--- config.mk ---
export PLATFORM = sky130hd
export DESIGN_NAME = wave_stream_parser_flat
export DESIGN_NICKNAME = d
export VERILOG_FILES = /design/src/rtl/core/wsp_pkg.sv /design/src/rtl/core/wsp_stream_if.sv /design/src/rtl/core/wsp_front.sv /design/src/rtl/core/wsp_back.sv /design/src/rtl/core/wave_stream_parser.sv /design/src/flat_wrapper.sv
export SDC_FILE = /design/constraint.sdc
export NUM_CORES = 1
export LEC_CHECK = 0
export BUFFER_PORTS_ARGS = -buffer_cell sky130_fd_sc_hd__buf_2
export CORE_MARGIN = 5
export CORE_UTILIZATION = 60
export CTS_BUF_LIST = sky130_fd_sc_hd__clkbuf_2 sky130_fd_sc_hd__clkbuf_4 sky130_fd_sc_hd__clkbuf_8
export DETAILED_ROUTE_END_ITERATION = 12
export PLACE_DENSITY = 0.77
export SKIP_CTS_REPAIR_TIMING = 1
export SYNTH_ARGS = -nofsm -noshare
export SYNTH_HDL_FRONTEND = slang
export SYNTH_SLANG_ARGS = --single-unit
--- constraint.sdc ---
create_clock -name clk -period 14.4 [get_ports clk]
set_input_delay 2.16 -clock clk [delete_from_list [all_inputs] [get_ports clk]]
set_output_delay 2.16 -clock clk [all_outputs]
set_load 0.1 [all_outputs]
--- src/rtl/core/wsp_pkg.sv ---
// wsp_pkg: types and constants for the RIFF/WAVE stream parser.
// No dependencies; used by every file in rtl/core except wsp_stream_if.
package wsp_pkg;

    typedef enum logic [1:0] {
        MODE_BYTE    = 2'd0,
        MODE_END     = 2'd1,
        MODE_RESTART = 2'd2,
        MODE_NONE    = 2'd3
    } mode_t;

    typedef enum logic [1:0] {
        KIND_SAMPLE = 2'd0,
        KIND_FORMAT = 2'd1,
        KIND_ERROR  = 2'd2
    } kind_t;

    typedef enum logic [3:0] {
        PH_RIFF  = 4'd0,
        PH_RSIZE = 4'd1,
        PH_WAVE  = 4'd2,
        PH_HDR   = 4'd3,
        PH_FMT   = 4'd4,
        PH_SKIP  = 4'd5,
        PH_PAD   = 4'd6,
        PH_DATA  = 4'd7,
        PH_DONE  = 4'd8,
        PH_HALT  = 4'd9
    } phase_t;

    localparam logic [4:0] ERR_NOT_RIFF   = 5'd1;
    localparam logic [4:0] ERR_RSIZE      = 5'd2;
    localparam logic [4:0] ERR_NOT_WAVE   = 5'd3;
    localparam logic [4:0] ERR_HDR_ROOM   = 5'd4;
    localparam logic [4:0] ERR_TRUNC      = 5'd5;
    localparam logic [4:0] ERR_FMT_SHORT  = 5'd6;
    localparam logic [4:0] ERR_EXT_SHORT  = 5'd7;
    localparam logic [4:0] ERR_EXT_SIZE   = 5'd8;
    localparam logic [4:0] ERR_GUID       = 5'd9;
    localparam logic [4:0] ERR_NO_FMT_DAT = 5'd10;
    localparam logic [4:0] ERR_CHANNELS   = 5'd11;
    localparam logic [4:0] ERR_RATE       = 5'd12;
    localparam logic [4:0] ERR_SAMPLE_FMT = 5'd13;
    localparam logic [4:0] ERR_ALIGN      = 5'd14;
    localparam logic [4:0] ERR_DATA_SIZE  = 5'd15;
    localparam logic [4:0] ERR_NO_FMT     = 5'd16;
    localparam logic [4:0] ERR_NO_DATA    = 5'd17;

    localparam logic [31:0] TAG_RIFF = 32'h4646_4952;
    localparam logic [31:0] TAG_WAVE = 32'h4556_4157;
    localparam logic [31:0] TAG_FMT  = 32'h2074_6d66;
    localparam logic [31:0] TAG_DATA = 32'h6174_6164;
    localparam logic [15:0] FMT_EXTENSIBLE = 16'hfffe;
    localparam logic [31:0] RATE_16K = 32'd16000;
    localparam logic [31:0] RATE_48K = 32'd48000;

    // work item from front to back: a raw byte, an end mark, or a restart
    typedef struct packed {
        logic       restart;
        logic       fin;
        logic [7:0] data;
    } wsp_req_t;

    typedef struct packed {
        kind_t       kind;
        logic [31:0] sample_bits;
        logic        channel;
        logic        last;
        logic [4:0]  error_code;
        logic [1:0]  channel_count;
        logic        rate_48k;
        logic        float_source;
    } wsp_res_t;

    // GUID tail bytes 25..39 of the extensible fmt chunk
    function automatic logic [7:0] guid_tail(input logic [3:0] idx);
        logic [7:0] v;
        unique case (idx)
            4'd5:  v = 8'h10;
            4'd7:  v = 8'h80;
            4'd10: v = 8'haa;
            4'd12: v = 8'h38;
            4'd13: v = 8'h9b;
            4'd14: v = 8'h71;
            default: v = 8'h00;
        endcase
        return v;
    endfunction

    // exact float32 of s/32768 for a 16-bit signed sample
    function automatic logic [31:0] pcm16_to_f32(input logic [15:0] s);
        logic        sg;
        logic [15:0] mag;
        logic [4:0]  msb;
        logic [15:0] norm;
        logic [7:0]  ex;
        sg  = s[15];
        mag = sg ? (~s + 16'd1) : s;
        msb = 5'd0;
        for (int i = 0; i < 16; i++)
            if (mag[i]) msb = 5'(i);
        norm = mag << (5'd15 - msb);
        ex   = 8'(8'd112 + {3'd0, msb});
        if (mag == 16'd0)
            return 32'd0;
        return {sg, ex, norm[14:0], 8'd0};
    endfunction

endpackage

--- src/rtl/core/wsp_stream_if.sv ---
// wsp_stream_if: valid/ready channel carrying one payload.
// No dependencies.
interface wsp_stream_if #(parameter type payload_t = logic);
    logic     valid;
    logic     ready;
    payload_t payload;
    modport source (output valid, output payload, input ready);
    modport sink (input valid, input payload, output ready);
endinterface

--- src/rtl/core/wsp_front.sv ---
// wsp_front: accepts input requests, drops mode 3, queues the other requests in a 2-entry FIFO.
// Depends on wsp_pkg.
module wsp_front (
    input  logic            clk,
    input  logic            rst_n,
    input  logic            in_valid,
    output logic            in_ready,
    input  logic [1:0]      in_mode,
    input  logic [7:0]      in_byte,
    output logic            q_valid,
    input  logic            q_ready,
    output wsp_pkg::wsp_req_t q_req
);
    import wsp_pkg::*;

    wsp_req_t   mem_reg [2];
    logic       wr_ptr_reg, rd_ptr_reg;
    logic [1:0] count_reg;
    logic       push, pop;
    wsp_req_t   item;

    assign in_ready = count_reg != 2'd2;
    assign item.restart = in_mode == MODE_RESTART;
    assign item.fin     = in_mode == MODE_END;
    assign item.data    = in_byte;
    assign push  = in_valid && in_ready && in_mode != MODE_NONE;
    assign q_valid = count_reg != 2'd0;
    assign q_req   = mem_reg[rd_ptr_reg];
    assign pop   = q_valid && q_ready;

    // storage
    always_ff @(posedge clk)
    begin
        if (push)
            mem_reg[wr_ptr_reg] <= item;
    end

    // pointers
    always_ff @(posedge clk or negedge rst_n)
    begin
        if (!rst_n)
        begin
            wr_ptr_reg <= 1'b0;
            rd_ptr_reg <= 1'b0;
            count_reg  <= 2'd0;
        end
        else
        begin
            if (push) wr_ptr_reg <= ~wr_ptr_reg;
            if (pop)  rd_ptr_reg <= ~rd_ptr_reg;
            count_reg <= 2'(count_reg + {1'b0, push} - {1'b0, pop});
        end
    end
endmodule

--- src/rtl/core/wsp_back.sv ---
// wsp_back: parser state machine and output register.
// Depends on wsp_pkg.
module wsp_back (
    input  logic              clk,
    input  logic              rst_n,
    input  logic              q_valid,
    output logic              q_ready,
    input  wsp_pkg::wsp_req_t q_req,
    output logic              out_valid,
    input  logic              out_ready,
    output wsp_pkg::wsp_res_t out_res
);
    import wsp_pkg::*;

    phase_t      phase_reg, phase_next;
    logic [5:0]  fbc_reg, fbc_next;
    logic [31:0] riff_reg, riff_next, chunk_reg, chunk_next;
    logic [31:0] tag_reg, tag_next, sh_reg, sh_next;
    logic        odd_reg, odd_next;
    logic [15:0] ftag_reg, ftag_next;
    logic [1:0]  ekind_reg, ekind_next;
    logic [15:0] chw_reg, chw_next;
    logic [31:0] rate_reg, rate_next;
    logic [15:0] align_reg, align_next, bits_reg, bits_next, vbits_reg, vbits_next;
    logic [1:0]  guid_reg, guid_next;
    logic        hfmt_reg, hfmt_next, nch_reg, nch_next;
    logic        ov_reg;
    wsp_res_t    res_reg, res;
    logic        emit, step;

    // data-size residue per alignment (align is 2,4 or 8 when checked)
    logic [15:0] w16;
    logic [32:0] padded, riff8;
    logic [5:0]  k;
    logic [7:0]  b;
    logic        pcm_ok, flt_ok;
    logic [15:0] want_align;
    logic [31:0] csz_m1;

    assign q_ready   = !ov_reg || out_ready;
    assign step      = q_valid && q_ready;
    assign out_valid = ov_reg;
    assign out_res   = res_reg;

    // next-state logic
    always_comb
    begin
        phase_next = phase_reg; fbc_next = fbc_reg; riff_next = riff_reg;
        chunk_next = chunk_reg; tag_next = tag_reg; sh_next = sh_reg;
        odd_next = odd_reg; ftag_next = ftag_reg; ekind_next = ekind_reg;
        chw_next = chw_reg; rate_next = rate_reg; align_next = align_reg;
        bits_next = bits_reg; vbits_next = vbits_reg; guid_next = guid_reg;
        hfmt_next = hfmt_reg; nch_next = nch_reg;
        emit = 1'b0;
        res  = '0;
        b = q_req.data;
        k = fbc_reg;
        sh_next = {b, sh_reg[31:8]};
        w16 = sh_next[31:16];
        padded = {1'b0, sh_next} + {32'd0, sh_next[0]};
        riff8 = {1'b0, riff_reg} - 33'd8;
        pcm_ok = ekind_reg == 2'd1 && bits_reg == 16'd16 && vbits_reg == 16'd16;
        flt_ok = ekind_reg == 2'd2 && bits_reg == 16'd32 && vbits_reg == 16'd32;
        want_align = 16'(chw_reg * {3'd0, bits_reg[15:3]});
        csz_m1 = chunk_reg - 32'd1;
        if (q_req.restart)
        begin
            phase_next = PH_RIFF; fbc_next = '0; riff_next = '0; chunk_next = '0;
            tag_next = '0; sh_next = '0; odd_next = 1'b0; ftag_next = '0;
            ekind_next = '0; chw_next = '0; rate_next = '0; align_next = '0;
            bits_next = '0; vbits_next = '0; guid_next = 2'b11; hfmt_next = 1'b0;
            nch_next = 1'b0;
        end
        else if (phase_reg == PH_DONE || phase_reg == PH_HALT)
            sh_next = sh_reg;
        else if (q_req.fin)
        begin
            sh_next = sh_reg;
            emit = 1'b1; res.error_code = ERR_TRUNC;
        end
        else
        begin
            unique case (phase_reg)
                PH_RIFF, PH_WAVE:
                begin
                    tag_next = sh_next;
                    fbc_next = 6'(fbc_reg + 6'd1);
                    if (fbc_next == 6'd4)
                    begin
                        fbc_next = '0;
                        if (phase_reg == PH_RIFF)
                        begin
                            if (sh_next != TAG_RIFF)
                            begin
                                emit = 1'b1; res.error_code = ERR_NOT_RIFF;
                            end
                            else phase_next = PH_RSIZE;
                        end
                        else if (sh_next != TAG_WAVE)
                        begin
                            emit = 1'b1; res.error_code = ERR_NOT_WAVE;
                        end
                        else if (riff_reg == 32'd0)
                        begin
                            emit = 1'b1; res.error_code = ERR_NO_FMT;
                        end
                        else if (riff_reg < 32'd8)
                        begin
                            emit = 1'b1; res.error_code = ERR_HDR_ROOM;
                        end
                        else phase_next = PH_HDR;
                    end
                end
                PH_RSIZE:
                begin
                    fbc_next = 6'(fbc_reg + 6'd1);
                    if (fbc_next == 6'd4)
                    begin
                        fbc_next = '0;
                        if (sh_next < 32'd4)
                        begin
                            emit = 1'b1; res.error_code = ERR_RSIZE;
                        end
                        else
                        begin
                            riff_next = sh_next - 32'd4;
                            phase_next = PH_WAVE;
                        end
                    end
                end
                PH_HDR:
                begin
                    if (fbc_reg < 6'd4) tag_next = sh_next;
                    fbc_next = 6'(fbc_reg + 6'd1);
                    if (fbc_next == 6'd8)
                    begin
                        riff_next = riff8[31:0];
                        if (padded > riff8)
                        begin
                            emit = 1'b1; res.error_code = ERR_TRUNC;
                        end
                        else
                        begin
                            riff_next = 32'(riff8 - padded);
                            odd_next = sh_next[0];
                            chunk_next = sh_next;
                            fbc_next = '0;
                            if (tag_reg == TAG_FMT)
                            begin
                                if (sh_next < 32'd16)
                                begin
                                    emit = 1'b1; res.error_code = ERR_FMT_SHORT;
                                end
                                else phase_next = PH_FMT;
                            end
                            else if (tag_reg == TAG_DATA)
                            begin
                                emit = 1'b1;
                                if (!hfmt_reg) res.error_code = ERR_NO_FMT_DAT;
                                else if (chw_reg != 16'd1 && chw_reg != 16'd2)
                                    res.error_code = ERR_CHANNELS;
                                else if (rate_reg != RATE_16K && rate_reg != RATE_48K)
                                    res.error_code = ERR_RATE;
                                else if (!pcm_ok && !flt_ok)
                                    res.error_code = ERR_SAMPLE_FMT;
                                else if (align_reg != want_align)
                                    res.error_code = ERR_ALIGN;
                                else if ((align_reg == 16'd2 && sh_next[0]) ||
                                         (align_reg == 16'd4 && sh_next[1:0] != 2'd0) ||
                                         (align_reg == 16'd8 && sh_next[2:0] != 3'd0))
                                    res.error_code = ERR_DATA_SIZE;
                                else
                                begin
                                    nch_next = 1'b0;
                                    phase_next = sh_next == 32'd0 ? PH_DONE : PH_DATA;
                                    res.kind = KIND_FORMAT;
                                    res.last = sh_next == 32'd0;
                                    res.channel_count = chw_reg[1:0];
                                    res.rate_48k = rate_reg == RATE_48K;
                                    res.float_source = flt_ok;
                                end
                            end
                            else if (sh_next != 32'd0) phase_next = PH_SKIP;
                            else if (sh_next[0]) phase_next = PH_PAD;
                            else if (riff_next == 32'd0)
                            begin
                                emit = 1'b1;
                                res.error_code = hfmt_reg ? ERR_NO_DATA : ERR_NO_FMT;
                            end
                            else if (riff_next < 32'd8)
                            begin
                                emit = 1'b1; res.error_code = ERR_HDR_ROOM;
                            end
                            else phase_next = PH_HDR;
                        end
                    end
                end
                PH_FMT:
                begin
                    chunk_next = csz_m1;
                    fbc_next = 6'(fbc_reg + 6'd1);
                    if (k == 6'd1)
                    begin
                        ftag_next = w16;
                        ekind_next = w16 == 16'd1 ? 2'd1 : (w16 == 16'd3 ? 2'd2 : 2'd0);
                    end
                    else if (k == 6'd3) chw_next = w16;
                    else if (k == 6'd7) rate_next = sh_next;
                    else if (k == 6'd13) align_next = w16;
                    else if (k == 6'd15 || k == 6'd39)
                    begin
                        if (k == 6'd15)
                        begin
                            bits_next = w16; vbits_next = w16;
                        end
                        else
                        begin
                            if (b != 8'h71) guid_next = 2'b00;
                            else guid_next = guid_reg;
                        end
                        if (k == 6'd15 && ftag_reg == FMT_EXTENSIBLE)
                        begin
                            if (csz_m1 < 32'd24)
                            begin
                                emit = 1'b1; res.error_code = ERR_EXT_SHORT;
                            end
                            guid_next = 2'b11;
                        end
                        else if (k == 6'd39 && guid_next == 2'b00)
                        begin
                            emit = 1'b1; res.error_code = ERR_GUID;
                        end
                        else
                        begin
                            if (k == 6'd39)
                                ekind_next = guid_next[0] ? 2'd1 : 2'd2;
                            hfmt_next = 1'b1;
                            if (csz_m1 != 32'd0) phase_next = PH_SKIP;
                            else if (odd_reg) phase_next = PH_PAD;
                            else if (riff_reg == 32'd0)
                            begin
                                emit = 1'b1; res.error_code = ERR_NO_DATA;
                            end
                            else if (riff_reg < 32'd8)
                            begin
                                emit = 1'b1; res.error_code = ERR_HDR_ROOM;
                            end
                            else
                            begin
                                phase_next = PH_HDR; fbc_next = '0;
                            end
                        end
                    end
                    else if (k == 6'd17)
                    begin
                        if (w16 < 16'd22)
                        begin
                            emit = 1'b1; res.error_code = ERR_EXT_SIZE;
                        end
                    end
                    else if (k == 6'd19) vbits_next = w16;
                    else if (k == 6'd24)
                        guid_next = guid_reg & {b == 8'd3, b == 8'd1};
                    else if (k > 6'd24 && b != guid_tail(4'(k - 6'd25)))
                        guid_next = 2'b00;
                end
                PH_SKIP, PH_PAD:
                begin
                    if (phase_reg == PH_SKIP) chunk_next = csz_m1;
                    else odd_next = 1'b0;
                    if (phase_reg == PH_SKIP && csz_m1 != 32'd0) phase_next = PH_SKIP;
                    else if (phase_reg == PH_SKIP && odd_reg) phase_next = PH_PAD;
                    else if (riff_reg == 32'd0)
                    begin
                        emit = 1'b1;
                        res.error_code = hfmt_reg ? ERR_NO_DATA : ERR_NO_FMT;
                    end
                    else if (riff_reg < 32'd8)
                    begin
                        emit = 1'b1; res.error_code = ERR_HDR_ROOM;
                    end
                    else
                    begin
                        phase_next = PH_HDR; fbc_next = '0;
                    end
                end
                PH_DATA:
                begin
                    chunk_next = csz_m1;
                    fbc_next = 6'(fbc_reg + 6'd1);
                    if (fbc_next == (ekind_reg == 2'd1 ? 6'd2 : 6'd4))
                    begin
                        fbc_next = '0;
                        emit = 1'b1;
                        res.kind = KIND_SAMPLE;
                        res.sample_bits = ekind_reg == 2'd1 ? pcm16_to_f32(w16) : sh_next;
                        res.channel = nch_reg;
                        if (chw_reg == 16'd2) nch_next = ~nch_reg;
                        res.last = csz_m1 == 32'd0;
                        if (csz_m1 == 32'd0) phase_next = PH_DONE;
                    end
                end
                default: ;
            endcase
        end
        // any error result halts the parser
        if (emit && res.kind == KIND_SAMPLE && res.error_code != 5'd0)
        begin
            res.kind = KIND_ERROR;
            res.last = 1'b1;
            phase_next = PH_HALT;
        end
        // format result counts as emitted
        if (res.kind == KIND_FORMAT) emit = 1'b1;
    end

    // state registers
    always_ff @(posedge clk or negedge rst_n)
    begin
        if (!rst_n)
        begin
            phase_reg <= PH_RIFF; fbc_reg <= '0; riff_reg <= '0; chunk_reg <= '0;
            tag_reg <= '0; sh_reg <= '0; odd_reg <= 1'b0; ftag_reg <= '0;
            ekind_reg <= '0; chw_reg <= '0; rate_reg <= '0; align_reg <= '0;
            bits_reg <= '0; vbits_reg <= '0; guid_reg <= 2'b11; hfmt_reg <= 1'b0;
            nch_reg <= 1'b0; ov_reg <= 1'b0;
        end
        else
        begin
            if (out_ready) ov_reg <= 1'b0;
            if (step)
            begin
                phase_reg <= phase_next; fbc_reg <= fbc_next; riff_reg <= riff_next;
                chunk_reg <= chunk_next; tag_reg <= tag_next; sh_reg <= sh_next;
                odd_reg <= odd_next; ftag_reg <= ftag_next; ekind_reg <= ekind_next;
                chw_reg <= chw_next; rate_reg <= rate_next; align_reg <= align_next;
                bits_reg <= bits_next; vbits_reg <= vbits_next; guid_reg <= guid_next;
                hfmt_reg <= hfmt_next; nch_reg <= nch_next;
                if (emit) ov_reg <= 1'b1;
            end
        end
    end

    // result register
    always_ff @(posedge clk)
    begin
        if (step && emit)
            res_reg <= res;
    end
endmodule

--- src/rtl/core/wave_stream_parser.sv ---
// wave_stream_parser: byte-serial RIFF/WAVE parser, one request per cycle unless output is held.
// Path: a request passes through the 2-entry queue, then its result is held
// in the output register until it is accepted.
// Throughput: 1 request per cycle sustained; stalls only when output is held.
// Reset: rst_n asynchronous active low; parser returns to expecting the RIFF tag.
// Depends on wsp_pkg, wsp_stream_if, wsp_front, wsp_back.
module wave_stream_parser (
    input  logic clk,
    input  logic rst_n,
    wsp_stream_if.sink   in_req,
    wsp_stream_if.source out_res
);
    import wsp_pkg::*;

    logic     q_valid, q_ready;
    wsp_req_t q_req;
    wsp_res_t res;
    logic [9:0] in_pl;

    assign in_pl = in_req.payload;
    assign out_res.payload = res;

    wsp_front u_front (
        .clk(clk), .rst_n(rst_n),
        .in_valid(in_req.valid), .in_ready(in_req.ready),
        .in_mode(in_pl[9:8]), .in_byte(in_pl[7:0]),
        .q_valid(q_valid), .q_ready(q_ready), .q_req(q_req)
    );

    wsp_back u_back (
        .clk(clk), .rst_n(rst_n),
        .q_valid(q_valid), .q_ready(q_ready), .q_req(q_req),
        .out_valid(out_res.valid), .out_ready(out_res.ready), .out_res(res)
    );
endmodule

--- src/flat_wrapper.sv ---
// flat-port wrapper written by rule: the top's interface ports become plain ports
module wave_stream_parser_flat import wsp_pkg::*;
  (clk, rst_n, in_req_valid, in_req_payload, in_req_ready, out_res_valid, out_res_payload, out_res_ready);
  wsp_stream_if #(.payload_t(wsp_req_t)) in_req_i ();
  wsp_stream_if #(.payload_t(wsp_res_t)) out_res_i ();
  input  logic clk;
  input  logic rst_n;
  input wire logic [$bits(in_req_i.valid)-1:0] in_req_valid;
  input wire logic [$bits(in_req_i.payload)-1:0] in_req_payload;
  output wire logic [$bits(in_req_i.ready)-1:0] in_req_ready;
  output wire logic [$bits(out_res_i.valid)-1:0] out_res_valid;
  output wire logic [$bits(out_res_i.payload)-1:0] out_res_payload;
  input wire logic [$bits(out_res_i.ready)-1:0] out_res_ready;
  assign in_req_i.valid = in_req_valid;
  assign in_req_i.payload = in_req_payload;
  assign in_req_ready = in_req_i.ready;
  assign out_res_valid = out_res_i.valid;
  assign out_res_payload = out_res_i.payload;
  assign out_res_i.ready = out_res_ready;
  wave_stream_parser u_core (.clk(clk), .rst_n(rst_n), .in_req(in_req_i), .out_res(out_res_i));
endmodule
* Word level (Yosys, flattened, before mapping)
Memory sizes are Yosys's and may differ from the RTL's.
Index checks and enable logic that the tools add are counted.
W data, S select, Z words.
** Word-level totals
- Flip-flop bits (word level) :: 307
- Memory bits (writable) :: 20
- Input bits :: 14
- Word-level logic and storage cells :: 646
- Memories kept :: 1
** Cells by class
- Add/subtract/negate cells :: 12
- Multiply operators :: 1
- Magnitude comparators :: 9
- Equal/unequal tests :: 123
- Shift-type cells :: 1
- Mux-type cells :: 375
- Bitwise operators :: 11
- Reductions and logical operators :: 84
** Memories
- u_core.u_front.mem_reg :: depth 2, width 10, rd ports 1, clocked after Yosys merged registers in 0, write ports 1, RTL line wsp_front.sv:16 : wsp_req_t mem_reg [2];
** Operator list (count)
- $mux W32 :: 30
- $mux W16 :: 41
- $mux W4 :: 60
- $mux W5 :: 43
- $mux W6 :: 22
- $logic_not A32 Y1 :: 4
- $pmux W32 S2 :: 2
- $mux W1 :: 101
- $mux W8 :: 12
- $pmux W32 S3 :: 1
- $mux W45 :: 2
- $ne A3 B2 Y1 const B :: 30
- $mux W2 :: 43
- $lt A32 B4 Y1 const B :: 2
- $lt A32 B5 Y1 const B :: 2
- $ne A32 B31 Y1 const B :: 2
- $reduce_bool A32 Y1 :: 2
- $ne A4 B3 Y1 const B :: 14
- $eq A16 B2 Y1 const B :: 3
- $pmux W8 S6 :: 1
- $reduce_and A11 Y1 :: 4
- $mux W36 :: 1
- $ne A6 B5 Y1 const B :: 6
- $mux W34 :: 1
- 89 further kinds :: 187

* Depth between registers and ports, before layout
An unclocked memory read counts as a cell.
- Depth after elaboration :: 41
- Depth in mapped cells :: 29

* Hierarchy
From an unflattened synthesis, not the netlist that was laid out.
** Unflattened totals
- Cell total of the unflattened synthesis :: 3164
- Area total of the unflattened synthesis :: 25988.7 µm²
** By module, submodules not included
- wsp_back :: times used 1, cells each 3107, area each 25001.5 µm², seq. area each 7609.8 µm²
- wsp_front :: times used 1, cells each 57, area each 987.2 µm², seq. area each 700.7 µm²

* Worst setup path after synthesis
OpenSTA, ideal clock, no wires.
- Kind :: reg-to-reg
- Start :: reg u_core.u_back.riff_reg[14]
- End :: reg u_core.u_back.res_reg (netlist bit u_core.u_back.out_res[0]) (enable)
- Library setup time :: 0.475 ns
- Arrival time :: 7.373 ns
- Slack :: 6.552 ns
- Cell stages (with the launch flop) :: 23
- Clock period less this slack :: 7.848 ns
- Path through :: dfrtp_1 -> or4_1 -> or3_1 -> nor3_1 -> nand2_1 -> or3_1 -> nor3_1 -> xnor2_1 -> inv_1 -> ha_1 -> clkbuf_1 -> nand4_1 -> nor3_1 -> a221oi_1 -> nand2b_1 -> and3_1 -> o31ai_1 -> xor2_1 -> nor4_1 -> nand3_1 -> o211ai_1 -> nand2_1 -> a41oi_1
** Between the ends
- Word-level cells in the longest chain between the ends :: 22
- Elaborated cells on any way between the ends :: 77
- Classes of those cells :: add/sub (2); order compare (3); eq/ne (1); mux (64); reduce/logical (7)
** Ends and longest elaborated chain
- start: declaration :: RTL line wsp_back.sv:17 : logic [31:0] riff_reg, riff_next, chunk_reg, chunk_next;
- start signal: assignment :: RTL line wsp_back.sv:333 : phase_reg <= phase_next; fbc_reg <= fbc_next; riff_reg <= riff_next;
- parallel branches: the longest is 20 deep, another holds $sub A32 B4 Y33
- $mux W1 (*) :: RTL line wsp_back.sv:314 : if (res.kind == KIND_FORMAT) emit = 1'b1;
- $logic_and A1 B1 Y1 (*) :: RTL line wsp_back.sv:347 : if (step && emit)
- end signal: assignment :: RTL line wsp_back.sv:348 : res_reg <= res;
- end: declaration :: RTL line wsp_back.sv:28 : wsp_res_t res_reg, res;
Every way passes the cells marked *.
A chain may end at the register's enable or synchronous reset.

* Worst setup path after layout
- Start :: reg u_core.u_back.sh_reg[13]
- End :: reg u_core.u_back.res_reg (netlist bit u_core.u_back.out_res[29]) (enable)
** Between the ends
- Word-level cells in the longest chain between the ends :: 21
- Elaborated cells on any way between the ends :: 60
- Classes of those cells :: add/sub (2); order compare (4); eq/ne (3); mux (44); reduce/logical (7)
** Ends and longest elaborated chain
- start: declaration :: RTL line wsp_back.sv:18 : logic [31:0] tag_reg, tag_next, sh_reg, sh_next;
- start signal: assignment :: RTL line wsp_back.sv:334 : chunk_reg <= chunk_next; tag_reg <= tag_next; sh_reg <= sh_next;
- $add A32 B1 Y33 :: RTL line wsp_back.sv:60 : padded = {1'b0, sh_next} + {32'd0, sh_next[0]};
- $sub A32 B32 Y32 :: RTL line wsp_back.sv:144 : riff_next = 32'(riff8 - padded);
- $lt A32 B4 Y1 :: RTL line wsp_back.sv:190 : else if (riff_next < 32'd8)
- $mux W3 / $mux W1 (equally long branches) :: RTL line wsp_back.sv:190
- $mux W5 / $mux W1 (equally long branches) :: RTL line wsp_back.sv:185 : else if (riff_next == 32'd0)
- $mux W5 / $mux W1 (equally long branches) :: RTL line wsp_back.sv:184 : else if (sh_next[0]) phase_next = PH_PAD;
- $mux W5 / $mux W1 (equally long branches) :: RTL line wsp_back.sv:183 : else if (sh_next != 32'd0) phase_next = PH_SKIP;
- $mux W5 / $mux W1 (equally long branches) :: RTL line wsp_back.sv:156 : else if (tag_reg == TAG_DATA)
- [5 not listed]
- $mux W45 / $mux W1 (equally long branches) :: RTL line wsp_back.sv:74 : else if (phase_reg == PH_DONE || phase_reg == PH_HALT)
- $mux W45 / $mux W1 (equally long branches) :: RTL line wsp_back.sv:66 : if (q_req.restart)
- $reduce_bool A5 Y1 / $logic_and A1 B1 Y1 (equally long branches) :: RTL line wsp_back.sv:307 : if (emit && res.kind == KIND_SAMPLE && res.error_code != 5'd0)
- $logic_and A1 B1 Y1 :: RTL line wsp_back.sv:307
- $mux W2 :: RTL line wsp_back.sv:307
- $eq A2 B1 Y1 :: RTL line wsp_back.sv:314
- $mux W1 (*) :: RTL line wsp_back.sv:314
- $logic_and A1 B1 Y1 (*) :: RTL line wsp_back.sv:347
Mark *: on every way between the ends. The rest lies on a longest branch, timed or not.

==> impl_metrics.py <==
metrics = {
    "route": {
        "highest_layer": "met5",
        "drc": 0,
        "drt-met1-wl_um": 36500,
        "drt-vias-per-instance": 6.53,
        "vias": 24600,
        "drtIter0Drc": 3148,
        "ant_nets": 0,
        "routedWlPerCell_um": 23.7,
        "dr_wl_met3_um": 10000,
        "dr.pass1.iters": 6,
        "dr_wl_met2_um": 38100,
        "routed_wl_um": 89300,
    },
    "sta": {
        "grt_setup_unrepaired": "false",
        "hold_viol": 0,
        "finClkSkew_ns": 0.0246,
        "period_needed_ns": 8.21,
        "worst_pin_slew_ns": 1.22,
        "fmax_mhz": 122,
        "finalSetupViolCount": 0,
        "period_share_pct": 57.0,
        "slew-limit-headroom_pct": 16.2,
        "finalSetupTns_ns": 0,
        "drv_slew": 0,
    },
    "floorplan": {
        "die_h_um": 219,
        "row_count": 76,
        "die-width_um": 219,
        "ios": 61,
        "die_area_um2": 47700,
        "core_um2": 43100,
        "start_util_pct": 60.6,
    },
    "finish": {
        "final.fill_count": 3708,
        "post-route-util_pct": 65.5,
        "area_growth_pct": 8.24,
        "fin_cells": 3772,
        "layout-drive-gt1-share_pct": 10.2,
        "diodes": 0,
        "largest_register_ffs": 45,
        "nNetsFinal": 3359,
    },
    "setup_path": {
        "slowest_stage": "or4b_1",
        "crit_start": "u_core.u_back.sh_reg[13]",
        "r2r_start": "u_core.u_back.sh_reg[13]",
        "cp_data_required_time_ns": 14.71,
        "critPathMaxStageDelay_ns": 0.67,
        "crit_path_end_kind": "register",
        "critPathKind": "reg2reg",
        "worst_ep_arrival_time_ns": 8.52,
        "critical_path_peak_fanout": 38,
        "worstSetupStartpointType": "register",
    },
    "synthesis": {
        "synthArstFlopShare_pct": 79.6,
        "synth_commonest_cells": "nand2_1, o21ai_0, dfrtp_1",
        "synth_most_common_cell": "nand2_1",
        "synth_edf_count": 65,
        "synth.yosys.seq_area_share_pct": 31.9,
        "yosysTopAreaCell": "dfrtp_1",
        "synthesis.nets": 3382,
        "netlist_area_um2": 26100,
        "syn_avg_cell_area_um2": 8.25,
        "synth_cell_type_count": 95,
        "synthFlopType": "dfrtp_1",
        "synth.area.top_cells": "dfrtp_1, edfxtp_1, nand2_1",
        "synth_top_area_share_pct": 24.2,
        "yosysWarningCount": 0,
        "synthCells": 3163,
        "synth-seq-cells": 319,
    },
    "place": {
        "place.gp.congestion": 1.05,
        "io_buffers": 60,
        "dp_cells": 3667,
        "dp_hpwl_um": 66300,
    },
    "cts": {
        "htree_num_levels": 2,
        "cts_buffers": 56,
        "cts_tree": "built",
        "insertion_delay_ns": 0.68,
        "numClockSinks": 319,
        "cts_root_buffer": "clkbuf_8",
        "clockBufferDepth": 3,
        "clk_pin_slew_worst_paths_ns": 0.06,
    },
    "global_routing": {
        "grt_max_degree": 123,
        "grt_use_total_pct": 36.8,
        "grt_pass1_vias": 23300,
        "grt_pass1_wl_um": 137000,
        "grt-ovfl-total": 0,
        "antenna_found_initial": 2,
    },
    "hold_path": {
        "hold_start": "u_core.u_back.ftag_reg[0]",
        "min-delay-path-class": "reg2reg",
    },
    "flow_run": {
        "drv_cap": 0,
    },
    "run_status": {
        "status": "finished, final reports clean",
    },
}
## worst max-delay path, delay by kind of cell, from the launching register on
kind	cells	cell delay [ns]
and+or+nand+nor	16	4.39
xor gates and xnor gates	1	0.21
AOI/OAI and AO/OA	5	1.46
adders and majority gates	1	0.40
DFF	1	0.32
buffers and inverters	4	1.00
## worst paths after layout
path / cells past startpoint / slack (ns) / endpoint
max in group asynchronous: 2 / 11.35 / u_core.u_back.align_reg[8]
worst min-delay path: 2 / 0.47 / u_core.u_back.ftag_reg[0]
worst min register to register: 2 / 0.47 / u_core.u_back.ftag_reg[0]
worst max register to register: 27 / 6.19 / u_core.u_back.out_res[29]
min in group asynchronous: 1 / 1.56 / u_core.u_back.tag_reg[12]
worst max-delay path: 27 / 6.19 / u_core.u_back.out_res[29]
## layout by cell type (no fill, tap or decap), types with 17 or more instances in the layout
master and count:
nand4_1 36, o31ai_1 34, o21a_1 17, xnor2_1 106, o211ai_1 27, nor2_1 246
or3_1 25, nor2b_1 22, o21ai_0 286, mux2_2 58, edfxtp_1 65, nand2b_1 32
xor2_1 64, fa_1 82, nor4_1 51, a31oi_1 30, mux2i_1 39, and3_1 30
nor3_1 82, buf_4 49, a21o_1 22, o21ai_1 29, ha_1 123, clkbuf_8 68
and2_1 50, a21oi_1 153, nand2_1 471, dfrtp_1 252, nand3_1 71, inv_1 205
buf_2 59
## cells by family after synthesis
logic type,after synthesis,share of synthesized area (%)
AO/OA/AOI/OAI,748,17.5
XOR/XNOR,172,5.88
adder cells (fa/ha/maj),205,12.2
buffers and inverters,396,5.79
flip-flops,319,31.9
multiplexers,101,4.15
AND/OR/NAND/NOR,1222,22.6
## per-stage QoR
stage	hold WS, ns	setup WS (ns)	area (um^2)
3_5_place_dp	0.463	6.53	26800
6_report	0.474	6.19	28200
5_1_grt	0.496	5.75	28200
2_1_floorplan	0.441	6.55	26100
4_1_cts	0.477	6.48	28200
3_3_place_gp	0.453	6.50	26800
## layout make-up
cell class	count	area [um^2]	share of cell area (%)
clock buffers	80	1030	3.63
multi-input cells	2448	16300	57.9
well taps	585	732	2.59
clock inverters	25	363	1.29
flip-flops and latches	319	8310	29.4
repair buffers	109	678	2.40
inverters	206	776	2.75
## routing by layer
metal / up-vias / track usage, %
met4: 4 / 17.4
met2: 1406 / 54.2
met1: 11900 / 51.5
met3: 278 / 8.53
li1: 11000 / -
met5: - / 0
Power is left out: the tool's default activity adds up to more than one toggle a clock period on the data nets, which glitch-free logic cannot reach.
